==> src/design/urxrb_pkg.sv <==
// Shared types and constants of the UART receive ring buffer.
`default_nettype none
package urxrb_pkg;

  localparam int RING_DEPTH_DEF = 4096;
  localparam int MAX_BURST_DEF  = 64;

  localparam int BYTE_W   = 8;
  localparam int LEN_W    = 7;
  localparam int AVAIL_W  = 12;
  localparam int CNT_W    = 32;
  localparam int AVAIL_MAX = 4095;

  localparam int QUEUE_DEPTH = 2;

  typedef struct packed {
    logic              is_read;
    logic              overrun;
    logic              ready;
    logic [BYTE_W-1:0] rx_byte;
    logic [LEN_W-1:0]  want;
  } cmd_t;

endpackage
`default_nettype wire

==> src/design/urxrb_front.sv <==
// Front end: accepts commands and turns them into queued work entries.
`default_nettype none
module urxrb_front import urxrb_pkg::*; #(
  parameter int MAX_BURST = MAX_BURST_DEF
) (
  input  wire logic              start_i,
  input  wire logic              action_i,
  input  wire logic              overrun_flag_i,
  input  wire logic              data_ready_i,
  input  wire logic [BYTE_W-1:0] rx_byte_i,
  input  wire logic [LEN_W-1:0]  pop_limit_i,
  input  wire logic              q_full_i,
  output logic                   busy_o,
  output logic                   push_o,
  output cmd_t                   cmd_o
);

  localparam logic [LEN_W-1:0] BurstMax = LEN_W'(MAX_BURST);

  always_comb begin
    busy_o = q_full_i;
    push_o = start_i && !q_full_i;
    cmd_o.is_read = action_i;
    cmd_o.overrun = overrun_flag_i && !action_i;
    cmd_o.ready   = data_ready_i && !action_i;
    cmd_o.rx_byte = rx_byte_i;
    if (pop_limit_i > BurstMax) begin
      cmd_o.want = BurstMax;
    end else begin
      cmd_o.want = pop_limit_i;
    end
  end

endmodule
`default_nettype wire

==> config.mk <==
export PLATFORM = sky130hd
export DESIGN_NAME = urxrb_front
export DESIGN_NICKNAME = d
export VERILOG_FILES = /design/src/design/urxrb_pkg.sv /design/src/design/urxrb_front.sv
export SDC_FILE = /design/constraint.sdc
export NUM_CORES = 1
export LEC_CHECK = 0
export ABC_AREA = 1
export BUFFER_PORTS_ARGS = -buffer_cell sky130_fd_sc_hd__clkbuf_2
export CAP_MARGIN = 25
export CORE_AREA = 4 4 41 43
export DETAILED_ROUTE_END_ITERATION = 12
export DIE_AREA = 0 0 45 47
export REMOVE_ABC_BUFFERS = 1
export SLEW_MARGIN = 10
export SYNTH_ARGS = -nofsm -noshare
export SYNTH_HDL_FRONTEND = slang
export SYNTH_SLANG_ARGS = --single-unit
export TNS_END_PERCENT = 1
==> constraint.sdc <==
create_clock -name vclk -period 0.8
set_input_delay 0.04 -clock vclk [all_inputs]
set_output_delay 0.04 -clock vclk [all_outputs]
set_load 0.01 [all_outputs]
Word level (Yosys, flattened, before mapping)
Index checks and enable logic that the tools add are counted.

Register bits after elaboration: 0. Bits of input ports: 20. Output and inout bits: 20. Word-level logic and storage cells: 7.

$lt $le $gt $ge: 1. Mux-type cells: 1. Reductions and logical operators: 5.

Operators by type and width (count): $gt A7 B7 Y1 const B (1); $mux W7 (1); $logic_and A1 B1 Y1 (3); $logic_not A1 Y1 (2).

Logic depth before layout (Yosys ltp)
Depth after elaboration: 2. Mapped depth: 3.

Worst setup path after synthesis
Ideal clock, no wire load.

Path kind: input to output. Start: in pop_limit_i[4]. End: out cmd_o[0] (netlist bit). Data arrival time: 444 ps. Setup slack: 316 ps. Stages on the path: 3. Buffers on the path: 0. Cell sequence: nor2_2 -> nand3_2 -> a21oi_1.

RTL lines: start: declaration (RTL line urxrb_front.sv:11) `input wire logic [LEN_W-1:0] pop_limit_i,`; end: declaration (RTL line urxrb_front.sv:15) `output cmd_t cmd_o`.

==> flow_summary.toml <==
[timing]
maxClockFrequency_mhz = 1460
final-max-slew-violation-count = 0
grt_setup_unrepaired = "false"
finalHoldViolations = 0
max_slew.worst_pin.slew_ps = 122
timing.final.crit_share_pct = 85.6
max-slew-margin-rel_pct = 91.9
final.setup.worst_slack_ps = 116
setup-violations-final = 0
timing.setup.tns_ps = 0
period_minus_slack_ps = 684

[worst_setup_path]
setup.worst_path.class = "in2out"
startpoint = "pop_limit_i[5]"
arrival_ps = 640
worstSetupEndpointType = "output port"
worst-path-max-fanout = 3
crit_path_start_kind = "input port"
crit_required_ps = 760

[global_route]
antenna_found_initial = 0
groute.usage.overall_pct = 4.48
pin_count_of_the_biggest_net_entering_global_routing = 8
grt_overflow_total = 0
grt_pass1_wl_um = 738
first_global_vias = 186

[floorplan]
rows = 13
initial_utilization_pct = 13.8
core_sq_um = 1300
die-height_um = 47
die_w_um = 45
ios = 40
dieArea_sq_um = 2120

[pwr]
peakVddDrop_mv = 0.0688
power_leakage_uw = 0.000173
power.density_cell_area_nw_per_um2 = 479

[run]
max_cap_violations = 0

[synth]
synth_compound_gate_area_share_pct = 8.39
simple_gate_share_of_the_synthesized_area_pct = 28.7
synth_seq_area_share_pct = 0
post_synth_xor_area_fraction_pct = 0
synth_area_per_cell_sq_um = 5.42
post_synth_num_cell_types = 7
synth.largest_area_cell = "sky130_fd_sc_hd__buf_4"
synth_top_cell_area_share_pct = 42.0
synth_adder_area_share_pct = 0
netlist_top_cells_area = "sky130_fd_sc_hd__buf_4, sky130_fd_sc_hd__inv_1, sky130_fd_sc_hd__nor2_1, sky130_fd_sc_hd__nor2_2, sky130_fd_sc_hd__a21oi_1"
yosys_warning_total = 0
synth_top_family_by_area = "buffers and inverters"
mappedNetlistArea_sq_um = 179
postSynthCellCount = 33
synth_mux_area_share_pct = 0

[cts]
cts_hold_repair.buffers = 0
cts_repair_resize_count = 0
post_cts.repair.setup_buffers = 0

[finish]
layout.cells.non_filler = 61
ff_latch_area_sq_um = 0
n_clock_buffer = 0
diodes = 0
layout_common_cells = "sky130_fd_sc_hd__clkbuf_2, sky130_fd_sc_hd__inv_1, sky130_fd_sc_hd__nor2_1"
mostFrequentLayoutCell = "sky130_fd_sc_hd__clkbuf_2"
n_fill_cell = 157
syn2layout_area_growth_pct = 33.6
seq_cell_count = 0
postLayoutCoreUtil_pct = 18.4
drive_gt1_share_pct = 60.9
finalNetCount = 68

[route]
ant_nets = 0
detailroute.via_count = 223
detailedRoute.firstIterationViolations = 2
drt-wirelength-per-cell_um = 8.23
drt_wl_total_um = 502
via_per_inst = 3.66
drt_first_pass_iters = 3
drcViolationCount = 0

[outcome]
outcome = "completed"

[placement]
gpl.final_weighted_congestion = 0.597
post-place-ws_ps = 105
place.port_buffers = 24
detailedPlacementHpwl_um = 470
numPlacedInstances = 61

[min_path]
worst_hold_startpoint = "rx_byte_i[0]"
worst_hold_path_type = "in2out"
## through the flow
| step | power (uW) | hold slack (ps) | area (sq um) |
|---|---|---|---|
| 2_1_floorplan | 40.2 | 80.0 | 100 |
| 3_3_place_gp | 114 | 80.1 | 239 |
| 3_5_place_dp | 116 | 80.1 | 239 |
| 4_1_cts | 117 | 80.1 | 239 |
| 5_1_grt | 129 | 80.1 | 239 |
| 6_report | 114 | 80.1 | 239 |
## worst max-delay path: stages
cell and delay (ps):
sky130_fd_sc_hd__clkbuf_2 90, sky130_fd_sc_hd__nor2_2 110, sky130_fd_sc_hd__nand3_2 100, sky130_fd_sc_hd__a21oi_1 140, sky130_fd_sc_hd__clkbuf_2 150
## cell families after synthesis
logic type / Yosys count
buffers and inverters: 20
AND/OR/NAND/NOR: 10
AO/OA/AOI/OAI: 3
## final cells by class
| class | instances | area (sq um) | share of cell area, % |
|---|---|---|---|
| Tap cell | 15 | 18.8 | 7.85 |
| Multi-Input combinational cell | 13 | 66.3 | 27.7 |
| Inverter | 9 | 33.8 | 14.1 |
| Timing Repair Buffer | 24 | 120 | 50.3 |
## worst paths after layout
kind | endpoint | slack [ps] | cells past startpoint
worst max-delay path | cmd_o[0] | 120 | 5
worst min-delay path | cmd_o[7] | 80 | 0
## synthesized netlist by cell type
| library cell | count |
|---|---|
| sky130_fd_sc_hd__a21oi_1 | 3 |
| sky130_fd_sc_hd__buf_4 | 10 |
| sky130_fd_sc_hd__clkbuf_1 | 1 |
| sky130_fd_sc_hd__inv_1 | 9 |
| sky130_fd_sc_hd__nand3_2 | 1 |
| sky130_fd_sc_hd__nor2_1 | 6 |
| sky130_fd_sc_hd__nor2_2 | 3 |
## report_power, final
group	total (uW)	switching (uW)	internal [uW]	leakage [uW]
clock network	0	0	0	0
logic	114	60.7	53.7	0.000173
registers	0	0	0	0
## layer usage
metal | global-route usage [%] | vias up | routed length [um]
met1 | 3.60 | 81 | 136
met3 | 4.98 | 0 | 181
met4 | 0 | 0 | 0
met5 | 0 | - | 0
met2 | 7.91 | 32 | 184
li1 | - | 110 | -
Note: power is estimated with default switching activity, not from simulation.
