[config.mk]
export PLATFORM = sky130hd
export DESIGN_NAME = urxrb_queue
export DESIGN_NICKNAME = d
export VERILOG_FILES = /design/src/design/urxrb_pkg.sv /design/src/design/urxrb_queue.sv
export SDC_FILE = /design/constraint.sdc
export NUM_CORES = 1
export LEC_CHECK = 0
export BUFFER_PORTS_ARGS = -buffer_cell sky130_fd_sc_hd__buf_4
export CORE_MARGIN = 2
export CORE_UTILIZATION = 51
export DETAILED_ROUTE_END_ITERATION = 8
export MAX_ROUTING_LAYER = met4
export PLACE_DENSITY_LB_ADDON = 0.15
export SLEW_MARGIN = 10
export SYNTH_ARGS = -nofsm -noshare
export SYNTH_HDL_FRONTEND = slang
export SYNTH_SLANG_ARGS = --single-unit
export TNS_END_PERCENT = 1
[constraint.sdc]
create_clock -name clk_i -period 2.3 [get_ports clk_i]
set_input_delay 0.23 -clock clk_i [delete_from_list [all_inputs] [get_ports clk_i]]
set_output_delay 0.23 -clock clk_i [all_outputs]
set_load 0.1 [all_outputs]
[src/design/urxrb_pkg.sv]
// Shared types and constants of the UART receive ring buffer.
`default_nettype none
package urxrb_pkg;

  localparam int RING_DEPTH_DEF = 4096;
  localparam int MAX_BURST_DEF  = 64;

  localparam int BYTE_W   = 8;
  localparam int LEN_W    = 7;
  localparam int AVAIL_W  = 12;
  localparam int CNT_W    = 32;
  localparam int AVAIL_MAX = 4095;

  localparam int QUEUE_DEPTH = 2;

  typedef struct packed {
    logic              is_read;
    logic              overrun;
    logic              ready;
    logic [BYTE_W-1:0] rx_byte;
    logic [LEN_W-1:0]  want;
  } cmd_t;

endpackage
`default_nettype wire

[src/design/urxrb_queue.sv]
// Short command queue between the front end and the execution back end.
`default_nettype none
module urxrb_queue import urxrb_pkg::*; (
  input  wire logic clk_i,
  input  wire logic rst_ni,
  input  wire logic push_i,
  input  wire cmd_t cmd_i,
  input  wire logic pop_i,
  output logic      full_o,
  output logic      valid_o,
  output cmd_t      cmd_o
);

  localparam int PtrW = (QUEUE_DEPTH > 1) ? $clog2(QUEUE_DEPTH) : 1;
  localparam int CntW = $clog2(QUEUE_DEPTH + 1);
  localparam logic [PtrW-1:0] PtrLast = PtrW'(QUEUE_DEPTH - 1);

  cmd_t            entry_q [QUEUE_DEPTH];
  logic [PtrW-1:0] wr_ptr_q, wr_ptr_d;
  logic [PtrW-1:0] rd_ptr_q, rd_ptr_d;
  logic [CntW-1:0] count_q, count_d;
  logic            do_push, do_pop;

  always_comb begin
    full_o  = (count_q == CntW'(QUEUE_DEPTH));
    valid_o = (count_q != '0);
    cmd_o   = entry_q[rd_ptr_q];
    do_push = push_i && !full_o;
    do_pop  = pop_i && valid_o;
    wr_ptr_d = wr_ptr_q;
    rd_ptr_d = rd_ptr_q;
    count_d  = count_q;
    if (do_push) begin
      wr_ptr_d = (wr_ptr_q == PtrLast) ? '0 : wr_ptr_q + 1'b1;
    end
    if (do_pop) begin
      rd_ptr_d = (rd_ptr_q == PtrLast) ? '0 : rd_ptr_q + 1'b1;
    end
    if (do_push && !do_pop) begin
      count_d = count_q + 1'b1;
    end else if (do_pop && !do_push) begin
      count_d = count_q - 1'b1;
    end
  end

  always_ff @(posedge clk_i or negedge rst_ni) begin
    if (!rst_ni) begin
      wr_ptr_q <= '0;
      rd_ptr_q <= '0;
      count_q  <= '0;
    end else begin
      wr_ptr_q <= wr_ptr_d;
      rd_ptr_q <= rd_ptr_d;
      count_q  <= count_d;
    end
  end

  always_ff @(posedge clk_i) begin
    if (do_push) begin
      entry_q[wr_ptr_q] <= cmd_i;
    end
  end

endmodule
`default_nettype wire

=== After elaboration in Yosys (flattened, before gate mapping) ===
Memory sizes are Yosys's and may differ from the RTL's.
Index checks and enable logic that the tools add are counted.

* Mux-type cells: 6
* $add $sub $neg: 4
* Reductions and logical operators: 9
* Eq/ne operators: 1

{| class="wikitable"
|+ Operators by type and width
! operator !! count
|-
| $logic_and 1x1->1 || 4
|-
| $mux 1 || 4
|-
| $mux 2 || 2
|-
| $reduce_bool 2->1 || 2
|-
| $logic_not 1->1 || 3
|-
| $add 1x1->1 const B || 2
|-
| $add 2x1->2 const B || 1
|-
| $eq 2x2->1 const B || 1
|-
| $sub 2x1->2 const B || 1
|}

* Memories: 1
* Bits in writable memories: 36
* Input bits: 22
* Logic and storage cells: 24
* Register bits after elaboration: 4
* Output and inout bits: 20

{| class="wikitable"
|+ Memories
! name !! words !! width !! rd ports !! clocked after memory_dff !! wr ports !! line !! source
|-
| entry_q || 2 || 18 || 1 || 0 || 1 || urxrb_queue.sv:18 || <nowiki>cmd_t entry_q [QUEUE_DEPTH];</nowiki>
|}

=== Logic depth before layout (Yosys ltp) ===
Gate-level depths: netlist (run 1).

* Word-level depth: 7
* Mapped depth: 7
* Gate-level depth less buffers: 7

=== Worst setup path before layout (run 1) ===
No wires, ideal clock.

* Kind: register to register
* From: register count_q[0]
* To: register count_q[1]
* Buffers on the path: 0
* Cell stages (with the launch flop): 7
* Arrival: 1.861 ns
* Library setup time: 0.079 ns
* Path slack: 0.360 ns
* Data required time: 2.221 ns
* Period minus slack after synthesis: 1.940 ns
* Cells stage by stage: dfrtp_1 > or2_1 > nand2_2 > ha_1 > xor2_1 > nor2_1 > xor2_1

{| class="wikitable"
|+ RTL lines
! element !! line !! source
|-
| start: declaration || urxrb_queue.sv:21 || <nowiki>logic [CntW-1:0] count_q, count_d;</nowiki>
|-
| start signal: assignment || urxrb_queue.sv:54 || <nowiki>count_q <= count_d;</nowiki>
|-
| $reduce_bool 2->1 (*) || urxrb_queue.sv:26 || <nowiki>valid_o = (count_q != '0);</nowiki>
|-
| named net valid_o || urxrb_queue.sv:10 || <nowiki>output logic valid_o,</nowiki>
|-
| $logic_and 1x1->1 (*) || urxrb_queue.sv:29 || <nowiki>do_pop = pop_i && valid_o;</nowiki>
|-
| $logic_not 1->1 || urxrb_queue.sv:39 || <nowiki>if (do_push && !do_pop) begin</nowiki>
|-
| $logic_and 1x1->1 || urxrb_queue.sv:39 ||
|-
| $mux 2 or $reduce_bool 2->1 (tied branches) || n/a ||
|}

The timed path passes the listed nets; every way through them passes the cells marked *. The select of a mux whose other input is x is not followed.
A chain may end at the register's enable or synchronous reset.

==> impl_metrics.env, run 1 <==
export IMPL_status="finished, final reports clean"
export IMPL_num_rows=19
export IMPL_nets=150
export IMPL_antenna_found_initial=0
export IMPL_rsz0062_at_grt="no"
export IMPL_seq_area_sq_mm=0.00118
export IMPL_drive_above_1_share=0.570
export IMPL_numCtsBuffers=5
export IMPL_cts_root_buf="clkbuf_4"
export IMPL_required_ns=2.07
export IMPL_syn_avg_cell_area_sq_um=20.7
export IMPL_syn_nets=98
export IMPL_ys_warnings_count=0
export IMPL_cap_violations=0
export IMPL_finalHoldViolCount=0
export IMPL_drc=0
export IMPL_fp_dieW_um=59.1
export IMPL_io_pins=42
export IMPL_netlist_instances=75
export IMPL_fin_crit_sh=0.840
export IMPL_multiInputGateArea_sq_um=332
export IMPL_arrival_ns=1.70
export IMPL_clock_sinks=40
export IMPL_drt_pass1_iter_count=4
export IMPL_cts_tree="yes"
export IMPL_post_cts_buffers=0
export IMPL_tightestPinTransition_ns=0.394
export IMPL_drt_iter0_drc=17
export IMPL_synth_area_sq_mm=0.00155
export IMPL_path_clk_slew_ns=0.11
export IMPL_fin_crit_ns=1.93
export IMPL_io_buffers=41
export IMPL_wirelength_mm=2.35
export IMPL_final_common_cell="buf_4"
export IMPL_grt_pass1_wl_mm=3.79
export IMPL_core_area_sq_mm=0.00283
export IMPL_wl_per_cell_um=14.8
export IMPL_ctsHoldBuffers=1
export IMPL_track_usage=0.154
export IMPL_finalClockSkew_ns=0.00731
export IMPL_fillerInstances=190
export IMPL_setup_ws_ns=0.367
export IMPL_end_kind="output pin"
export IMPL_vias_per_cell=5.01
export IMPL_clk_latency_ns=0.32
export IMPL_via_count=796
export IMPL_cts_resized=0
export IMPL_gp_congestion=0.614
export IMPL_placed_area_sq_mm=0.00190
export IMPL_final_cell_mix="buf_4, edfxtp_1, mux2_4, mux2_2, clkbuf_4"
export IMPL_dp_final_hpwl_mm=1.74
export IMPL_area_growth_syn_to_layout_pct=27.6
export IMPL_finalMaxSlewViolations=0
export IMPL_grt_pass1_vias=842
export IMPL_ys_types=16
export IMPL_grt_remaining_overflow=0
export IMPL_ys_ff_latch=40
export IMPL_dieArea_sq_mm=0.00349
export IMPL_num_antenna_cells=0
export IMPL_grt_start_max_net_pins=13
export IMPL_synth_seq_area_share=0.763
export IMPL_cp_max_fo=8
export IMPL_fp_dieH_um=59.1
export IMPL_fmax_mhz=517
export IMPL_hp_class="in -> reg"
export IMPL_worstSetupStartpointType="flip-flop"
export IMPL_setup_viol_count_final=0
export IMPL_path_class="reg -> out"
export IMPL_stdcell_area_sq_mm=0.00198
export IMPL_post_place_ws_ns=0.704
export IMPL_cts_buffer_depth=2
export IMPL_htreeDepth=2
export IMPL_tns_ns=0
export IMPL_relSlewSlack=0.737
export IMPL_postRouteAntennaNets=0
export IMPL_start_util=0.548
-- cell families (layout without fill, tap and decap cells) --
group | Yosys count | in the layout | share of synthesized area
and+or+nand+nor | 7 | 7 | 0.0234
xor gates and xnor gates | 5 | 5 | 0.0283
adders and majority gates | 1 | 1 | 0.00808
muxes | 18 | 18 | 0.153
buffers and inverters | 4 | 57 | 0.0250
DFF | 40 | 40 | 0.763
-- synthesized netlist by cell type --
| cell | number | area, sq um |
|---|---|---|
| nand2_2 | 1 | 6.26 |
| buf_12 | 1 | 20.0 |
| edfxtp_1 | 36 | 1080 |
| xor2_1 | 2 | 17.5 |
| xnor2_1 | 3 | 26.3 |
| nand2b_1 | 1 | 6.26 |
| mux2_2 | 9 | 101 |
| buf_6 | 1 | 11.3 |
| ha_1 | 1 | 12.5 |
| inv_1 | 2 | 7.51 |
| or2_1 | 1 | 6.26 |
| and3_1 | 1 | 6.26 |
| mux2_4 | 9 | 135 |
| dfrtp_1 | 4 | 100 |
| nand2_1 | 1 | 3.75 |
| nor2_1 | 2 | 7.51 |
-- routing by layer --
metal | track usage | vias up | part of all wire | wire (um)
li1 | - | 385 | - | -
met1 | 0.181 | 384 | 0.42 | 984
met2 | 0.259 | 25 | 0.53 | 1240
met3 | 0.0415 | 2 | 0.047 | 110
met4 | 0.0487 | 0 | 0.0047 | 11
met5 | - | - | 0 | 0
-- through the flow --
stage,cells,hold WS [ns],utilization
finish,159,0.0805,0.699
detailed placement,150,0.0297,0.673
global placement,150,0.0286,0.673
global route,159,0.0484,0.699
CTS,159,0.0681,0.699
floorplan,75,-0.0656,-
-- critical path: stages (launching register included) --
cell and delay, ns:
dfrtp_1 0.57, buf_4 0.24, mux2_2 0.34, buf_4 0.23
-- area by class of cell --
type	instances	area share
Inverter	2	0.00380
Timing Repair Buffer	47	0.180
Clock inverter	1	0.00380
Tap cell	31	0.0196
Sequential cell	40	0.597
Multi-Input combinational cell	31	0.168
Clock buffer	7	0.0278
-- state kept, by name (all words and copies together), names as in the netlist --
name      count
wr_ptr_q      1
rd_ptr_q      1
count_q       2
entry_q      36
-- final timing paths --
check	startpoint	end	slack, ns	cells past startpoint
min in group asynchronous	rst_ni	rd_ptr_q	0.23	2
max in group asynchronous	rst_ni	count_q[1]	1.97	2
setup reg to reg	count_q[0]	entry_q[1][17]	0.74	3
hold / removal	cmd_i[2]	entry_q[0][2]	0.08	1
hold reg to reg	count_q[1]	count_q[1]	0.51	1
setup / recovery	rd_ptr_q	cmd_o[0]	0.37	3
Power of run 1 is left out: the tool's default activity adds up to more than one toggle a clock period on the data nets, which glitch-free logic cannot reach.
==> inputs of run 2 (changes only) <==
--- a/config.mk
+++ b/config.mk
@@ -7,7 +7,7 @@
 export LEC_CHECK = 0
 export BUFFER_PORTS_ARGS = -buffer_cell sky130_fd_sc_hd__buf_4
 export CORE_MARGIN = 2
-export CORE_UTILIZATION = 51
+export CORE_UTILIZATION = 46
 export DETAILED_ROUTE_END_ITERATION = 8
 export MAX_ROUTING_LAYER = met4
 export PLACE_DENSITY_LB_ADDON = 0.15
==> constraint.sdc (replaced) <==
create_clock -name clk_i -period 1.65 [get_ports clk_i]
set_input_delay 0.165 -clock clk_i [delete_from_list [all_inputs] [get_ports clk_i]]
set_output_delay 0.165 -clock clk_i [all_outputs]
set_load 0.1 [all_outputs]
==> run 2 against run 1 <==
  * Via count increased by 9.9%
  * Routed wire length increased by 6.0%
  * Die area increased by 10%
  * Sequential share of layout area decreased by 7.8 points
  * Register-to-register slack got worse by 0.59 ns
  * Worst setup slack got worse by 0.33 ns
  * First-iteration DRC count decreased by 76%
  * Core utilization decreased by 0.66 points
  * Critical path depth unchanged
==> impl_metrics.env, run 2 (synthesized netlist as in run 1, its figures left out) <==
export IMPL_multiInputGateArea_sq_um=332
export IMPL_grt_start_max_net_pins=13
export IMPL_grt_pass1_vias=832
export IMPL_path_class="reg -> out"
export IMPL_largest_reg_flops=36
export IMPL_cts_buffer_depth=2
export IMPL_fin_crit_ns=1.61
export IMPL_post_place_ws_ns=0.147
export IMPL_track_usage=0.143
export IMPL_fillerInstances=243
export IMPL_final_cell_mix="edfxtp_1, buf_4, dlygate4sd3_1"
export IMPL_slowest_stage="dfrtp_1"
export IMPL_core_area_sq_mm=0.00328
export IMPL_post_cts_buffers=0
export IMPL_dieArea_sq_mm=0.00385
export IMPL_tightestPinTransition_ns=0.278
export IMPL_min_path_cells=3
export IMPL_fin_crit_sh=0.978
export IMPL_critical_path_top_delay_family="flip-flops"
export IMPL_finalClockSkew_ns=0.00667
export IMPL_cp_num_buf_inv=2
export IMPL_drt_iter0_drc=4
export IMPL_num_rows=21
export IMPL_relSlewSlack=0.816
export IMPL_num_antenna_cells=0
export IMPL_cts_root_buf="clkbuf_4"
export IMPL_cp_max_fo=9
export IMPL_cap_violations=0
export IMPL_io_pins=42
export IMPL_worst_path_stages=3
export IMPL_path_clk_slew_ns=0.11
export IMPL_reg2regPathDepth=6
export IMPL_required_ns=1.48
export IMPL_vias_per_cell=4.53
export IMPL_tns_ns=0
export IMPL_fmax_mhz=620
export IMPL_crit_path_frequent_cell="buf_6"
export IMPL_arrival_ns=1.45
export IMPL_dp_final_hpwl_mm=1.67
export IMPL_hold_end="rd_ptr_q"
export IMPL_wirelength_mm=2.49
export IMPL_worstSetupStartpointType="flip-flop"
export IMPL_drc=0
export IMPL_rsz0062_at_grt="yes"
export IMPL_cp_slowest_stage_delay_ns=0.41
export IMPL_reg2reg_to="count_q[1]"
export IMPL_finalMaxSlewViolations=0
export IMPL_io_buffers=41
export IMPL_largestRegisters="entry_q (36), count_q (2)"
export IMPL_fp_dieH_um=62.0
export IMPL_antenna_found_initial=0
export IMPL_finalHoldViolCount=0
export IMPL_largest_register="entry_q"
export IMPL_end_kind="output pin"
export IMPL_rrSetupSlack_ns=0.15
export IMPL_gp_congestion=0.713
export IMPL_drive_above_1_share=0.510
export IMPL_r2r_start="count_q[0]"
export IMPL_cts_tree="yes"
export IMPL_grt_pass1_wl_mm=3.62
export IMPL_area_growth_syn_to_layout_pct=46.8
export IMPL_hp_class="in -> reg"
export IMPL_drt_pass1_iter_count=4
export IMPL_fp_dieW_um=62.0
export IMPL_status="finished, final reports clean"
export IMPL_grt_remaining_overflow=0
export IMPL_setup_ws_ns=0.0367
export IMPL_htreeDepth=2
export IMPL_final_common_cell="edfxtp_1"
export IMPL_seq_area_sq_mm=0.00118
export IMPL_setup_viol_count_final=0
export IMPL_numCtsBuffers=5
export IMPL_wl_per_cell_um=12.9
export IMPL_nets=169
export IMPL_min_from="pop_i"
export IMPL_clk_latency_ns=0.34
export IMPL_start_util=0.472
export IMPL_postRouteAntennaNets=0
export IMPL_via_count=875
export IMPL_clock_sinks=40
export IMPL_path_cells="buf_6 > mux2_2 > buf_6"
## run 2: changes by cell type in the layout (fill, tap and decap cells not counted), sizes merged
cell and delta:
clkbuf -2, clkinvlp -1, clkinv +3, dlygate4sd3 +18, buf +1
## run 2: worst max-delay path by stage
stage	to	slack, ns	from
after global routing	cmd_o[7]	-0.05	rd_ptr_q
final	cmd_o[0]	0.04	rd_ptr_q
after floorplan	count_q[1]	-0.05	count_q[0]
after detailed placement	count_q[1]	0.15	count_q[0]
after CTS	cmd_o[12]	-0.03	rd_ptr_q
after global placement	count_q[1]	0.24	count_q[0]
## run 2: final cells by class
class | instances | area share
Sequential cell | 40 | 0.520
Timing Repair Buffer | 66 | 0.283
Multi-Input combinational cell | 31 | 0.146
Tap cell | 46 | 0.0253
Clock buffer | 5 | 0.0165
Clock inverter | 3 | 0.00605
Inverter | 2 | 0.00330
## run 2: per-stage QoR
step | hold slack (ns) | instances | cell area (sq um) | utilization
floorplan | -0.131 | 75 | 1550 | -
global placement | -0.0376 | 166 | 1930 | 0.588
finish | 0.0892 | 193 | 2270 | 0.692
detailed placement | -0.0338 | 166 | 1930 | 0.588
CTS | 0.000259 | 192 | 2190 | 0.666
global route | 0.0738 | 193 | 2270 | 0.692
## run 2: timing repair
item / CTS / global route
hold endpoints to repair: 38 / 2
resized for setup: 7 / 20
hold buffers: 18 / 1
setup endpoints to repair: 16 / 18
## run 2: worst reg2reg max path, delay by kind of cell (launching register included)
| family | cells | cell delay, ns |
|---|---|---|
| fa+ha+maj | 1 | 0.31 |
| simple gates | 3 | 0.47 |
| flops | 1 | 0.44 |
| buf+inv | 1 | 0.06 |
| xor+xnor | 1 | 0.15 |
## run 2: routing by layer
| layer | up-vias | GRT usage | wire length (um) |
|---|---|---|---|
| li1 | 423 | - | - |
| met1 | 419 | 0.161 | 1010 |
| met2 | 27 | 0.226 | 1320 |
| met3 | 6 | 0.0435 | 120 |
| met4 | 0 | 0.0821 | 44 |
| met5 | - | - | 0 |
Power of run 2 is left out for the same reason.
==> inputs of run 3 (changes only) <==
--- a/config.mk
+++ b/config.mk
@@ -7,7 +7,7 @@
 export LEC_CHECK = 0
 export BUFFER_PORTS_ARGS = -buffer_cell sky130_fd_sc_hd__buf_4
 export CORE_MARGIN = 2
-export CORE_UTILIZATION = 46
+export CORE_UTILIZATION = 51
 export DETAILED_ROUTE_END_ITERATION = 8
 export MAX_ROUTING_LAYER = met4
 export PLACE_DENSITY_LB_ADDON = 0.15
==> constraint.sdc (replaced) <==
create_clock -name clk_i -period 1.8 [get_ports clk_i]
set_input_delay 0.18 -clock clk_i [delete_from_list [all_inputs] [get_ports clk_i]]
set_output_delay 0.18 -clock clk_i [all_outputs]
set_load 0.1 [all_outputs]
==> run 3 against run 2 <==
  * Die area down 9.2%
  * First-iteration DRC count rose to 4.3 times the previous value
  * Worst setup slack better by 0.034 ns
  * Core utilization up 6.8 points
  * Critical endpoint is now cmd_o[3]
  * Final cell count down 8.3%
  * Highest routed layer unchanged
==> impl_metrics.env, run 3 (synthesized netlist as in run 1, its figures left out) <==
export IMPL_status="finished, final reports clean"
export IMPL_dieArea_sq_mm=0.00349
export IMPL_drt_iter0_drc=17
export IMPL_holdWs_ns=0.0224
export IMPL_fmax_mhz=578
export IMPL_use_met1=0.162
export IMPL_final_common_cell="buf_4"
export IMPL_r2r_start="count_q[0]"
export IMPL_num_rows=19
export IMPL_cap_violations=0
export IMPL_num_antenna_cells=0
export IMPL_final_cell_mix="buf_4, edfxtp_1, dlygate4sd3_1"
export IMPL_grt_util_met3=0.0655
export IMPL_fillerInstances=176
export IMPL_crit_path_frequent_cell="buf_4"
export IMPL_slowest_stage="dfrtp_2"
export IMPL_start_util=0.548
export IMPL_required_ns=1.62
export IMPL_antenna_found_initial=0
export IMPL_via_count=869
export IMPL_end_kind="output pin"
export IMPL_stdcell_count=177
export IMPL_min_from="cmd_i[10]"
export IMPL_reg2regPathDepth=7
export IMPL_path_class="reg -> out"
export IMPL_gp_congestion=0.649
export IMPL_drt_pass1_iter_count=4
export IMPL_fin_crit_ns=1.73
export IMPL_postRouteAntennaNets=0
export IMPL_post_cts_buffers=0
export IMPL_vias_per_cell=4.91
export IMPL_core_area_sq_mm=0.00283
export IMPL_hp_class="in -> reg"
export IMPL_largest_reg_flops=36
export IMPL_setup_viol_count_final=0
export IMPL_fp_dieW_um=59.1
export IMPL_dp_cells=151
export IMPL_grt_pass1_wl_mm=3.57
export IMPL_io_buffers=41
export IMPL_area_growth_syn_to_layout_pct=38.9
export IMPL_fin_crit_sh=0.961
export IMPL_reg2reg_to="count_q[1]"
export IMPL_clk_latency_ns=0.35
export IMPL_min_path_cells=1
export IMPL_arrival_ns=1.55
export IMPL_grt_pass1_vias=854
export IMPL_largest_register="entry_q"
export IMPL_wirelength_mm=2.52
export IMPL_drive_above_1_share=0.521
export IMPL_worstSetupStartpointType="flip-flop"
export IMPL_clock_sinks=40
export IMPL_fp_dieH_um=59.1
export IMPL_finalHoldViolCount=0
export IMPL_tightestPinTransition_ns=0.282
export IMPL_grt_start_max_net_pins=14
export IMPL_finalMaxSlewViolations=0
export IMPL_numCtsBuffers=5
export IMPL_dp_final_hpwl_mm=1.75
export IMPL_htreeDepth=2
export IMPL_relSlewSlack=0.814
export IMPL_drc=0
export IMPL_rrSetupSlack_ns=0.23
export IMPL_cts_root_buf="clkbuf_4"
export IMPL_largestRegisters="entry_q (36), count_q (2)"
export IMPL_grt_remaining_overflow=0
export IMPL_cp_max_fo=7
export IMPL_path_clk_slew_ns=0.12
export IMPL_hold_end="entry_q[1][10]"
export IMPL_path_cells="buf_4 > mux2_2 > buf_4"
export IMPL_cp_slowest_stage_delay_ns=0.44
export IMPL_nets=168
export IMPL_wl_per_cell_um=14.2
export IMPL_grt_busiest_layer="met2"
export IMPL_cts_buffer_depth=2
export IMPL_met2_usage=0.256
export IMPL_track_usage=0.155
export IMPL_cts_tree="yes"
export IMPL_finalClockSkew_ns=0.0157
export IMPL_io_pins=42
-- run 3: cell types whose count changed in the layout (fill, tap and decap cells not counted), sizes merged --
| cell | previous run | this run |
|---|---|---|
| clkbuf | 5 | 6 |
| clkinv | 3 | 1 |
| clkinvlp | 0 | 1 |
| dlygate4sd3 | 19 | 18 |
-- run 3: final cells by class --
type | count | area (sq um) | share of cell area
tap | 31 | 38.8 | 0.0180
clock inverter | 2 | 12.5 | 0.00582
sequential | 40 | 1180 | 0.550
timing repair buffer | 65 | 537 | 0.250
clock buffer | 6 | 41.3 | 0.0192
inverter | 2 | 7.51 | 0.00349
multi-input combinational | 31 | 332 | 0.154
-- run 3: worst max path at each step --
| stage | from | to | slack, ns | depth (start not counted) |
|---|---|---|---|---|
| detailed placement | count_q[0] | count_q[1] | 0.29 | 7 |
| floorplan | count_q[0] | entry_q[0][0] | 0.008 | 3 |
| finish | rd_ptr_q | cmd_o[3] | 0.07 | 3 |
| CTS | rd_ptr_q | cmd_o[6] | 0.006 | 3 |
| global route | rd_ptr_q | cmd_o[16] | -0.0003 | 3 |
| global placement | count_q[0] | count_q[1] | 0.37 | 6 |
-- run 3: per-stage QoR --
| stage | setup slack, ns | area (sq um) | setup TNS, ns | utilization |
|---|---|---|---|---|
| 3_3_place_gp | 0.370 | 1910 | 0 | 0.676 |
| 3_5_place_dp | 0.287 | 1910 | 0 | 0.676 |
| 6_report | 0.0704 | 2150 | 0 | 0.760 |
| 5_1_grt | -0.000314 | 2150 | -0.000314 | 0.760 |
| 4_1_cts | 0.00593 | 2060 | 0 | 0.727 |
| 2_1_floorplan | 0.00769 | 1550 | 0 | - |
-- run 3: timing repair --
item / CTS / global route
hold buffers: 9 / 9
hold endpoints to repair: 18 / 18
gates resized for setup: 0 / 2
setup endpoints to repair: 0 / 16
-- run 3: per-layer routing --
metal	up-vias	routed length, um
met1	412	1050
met2	30	1270
met4	0	45
met3	6	149
li1	421	-
met5	-	0
-- run 3: critical path, delay by kind of cell, from the launching register on --
kind | cells | cell delay, ns
buf+inv | 2 | 0.41
flops | 1 | 0.44
mux | 1 | 0.35
Power of run 3 is left out for the same reason.
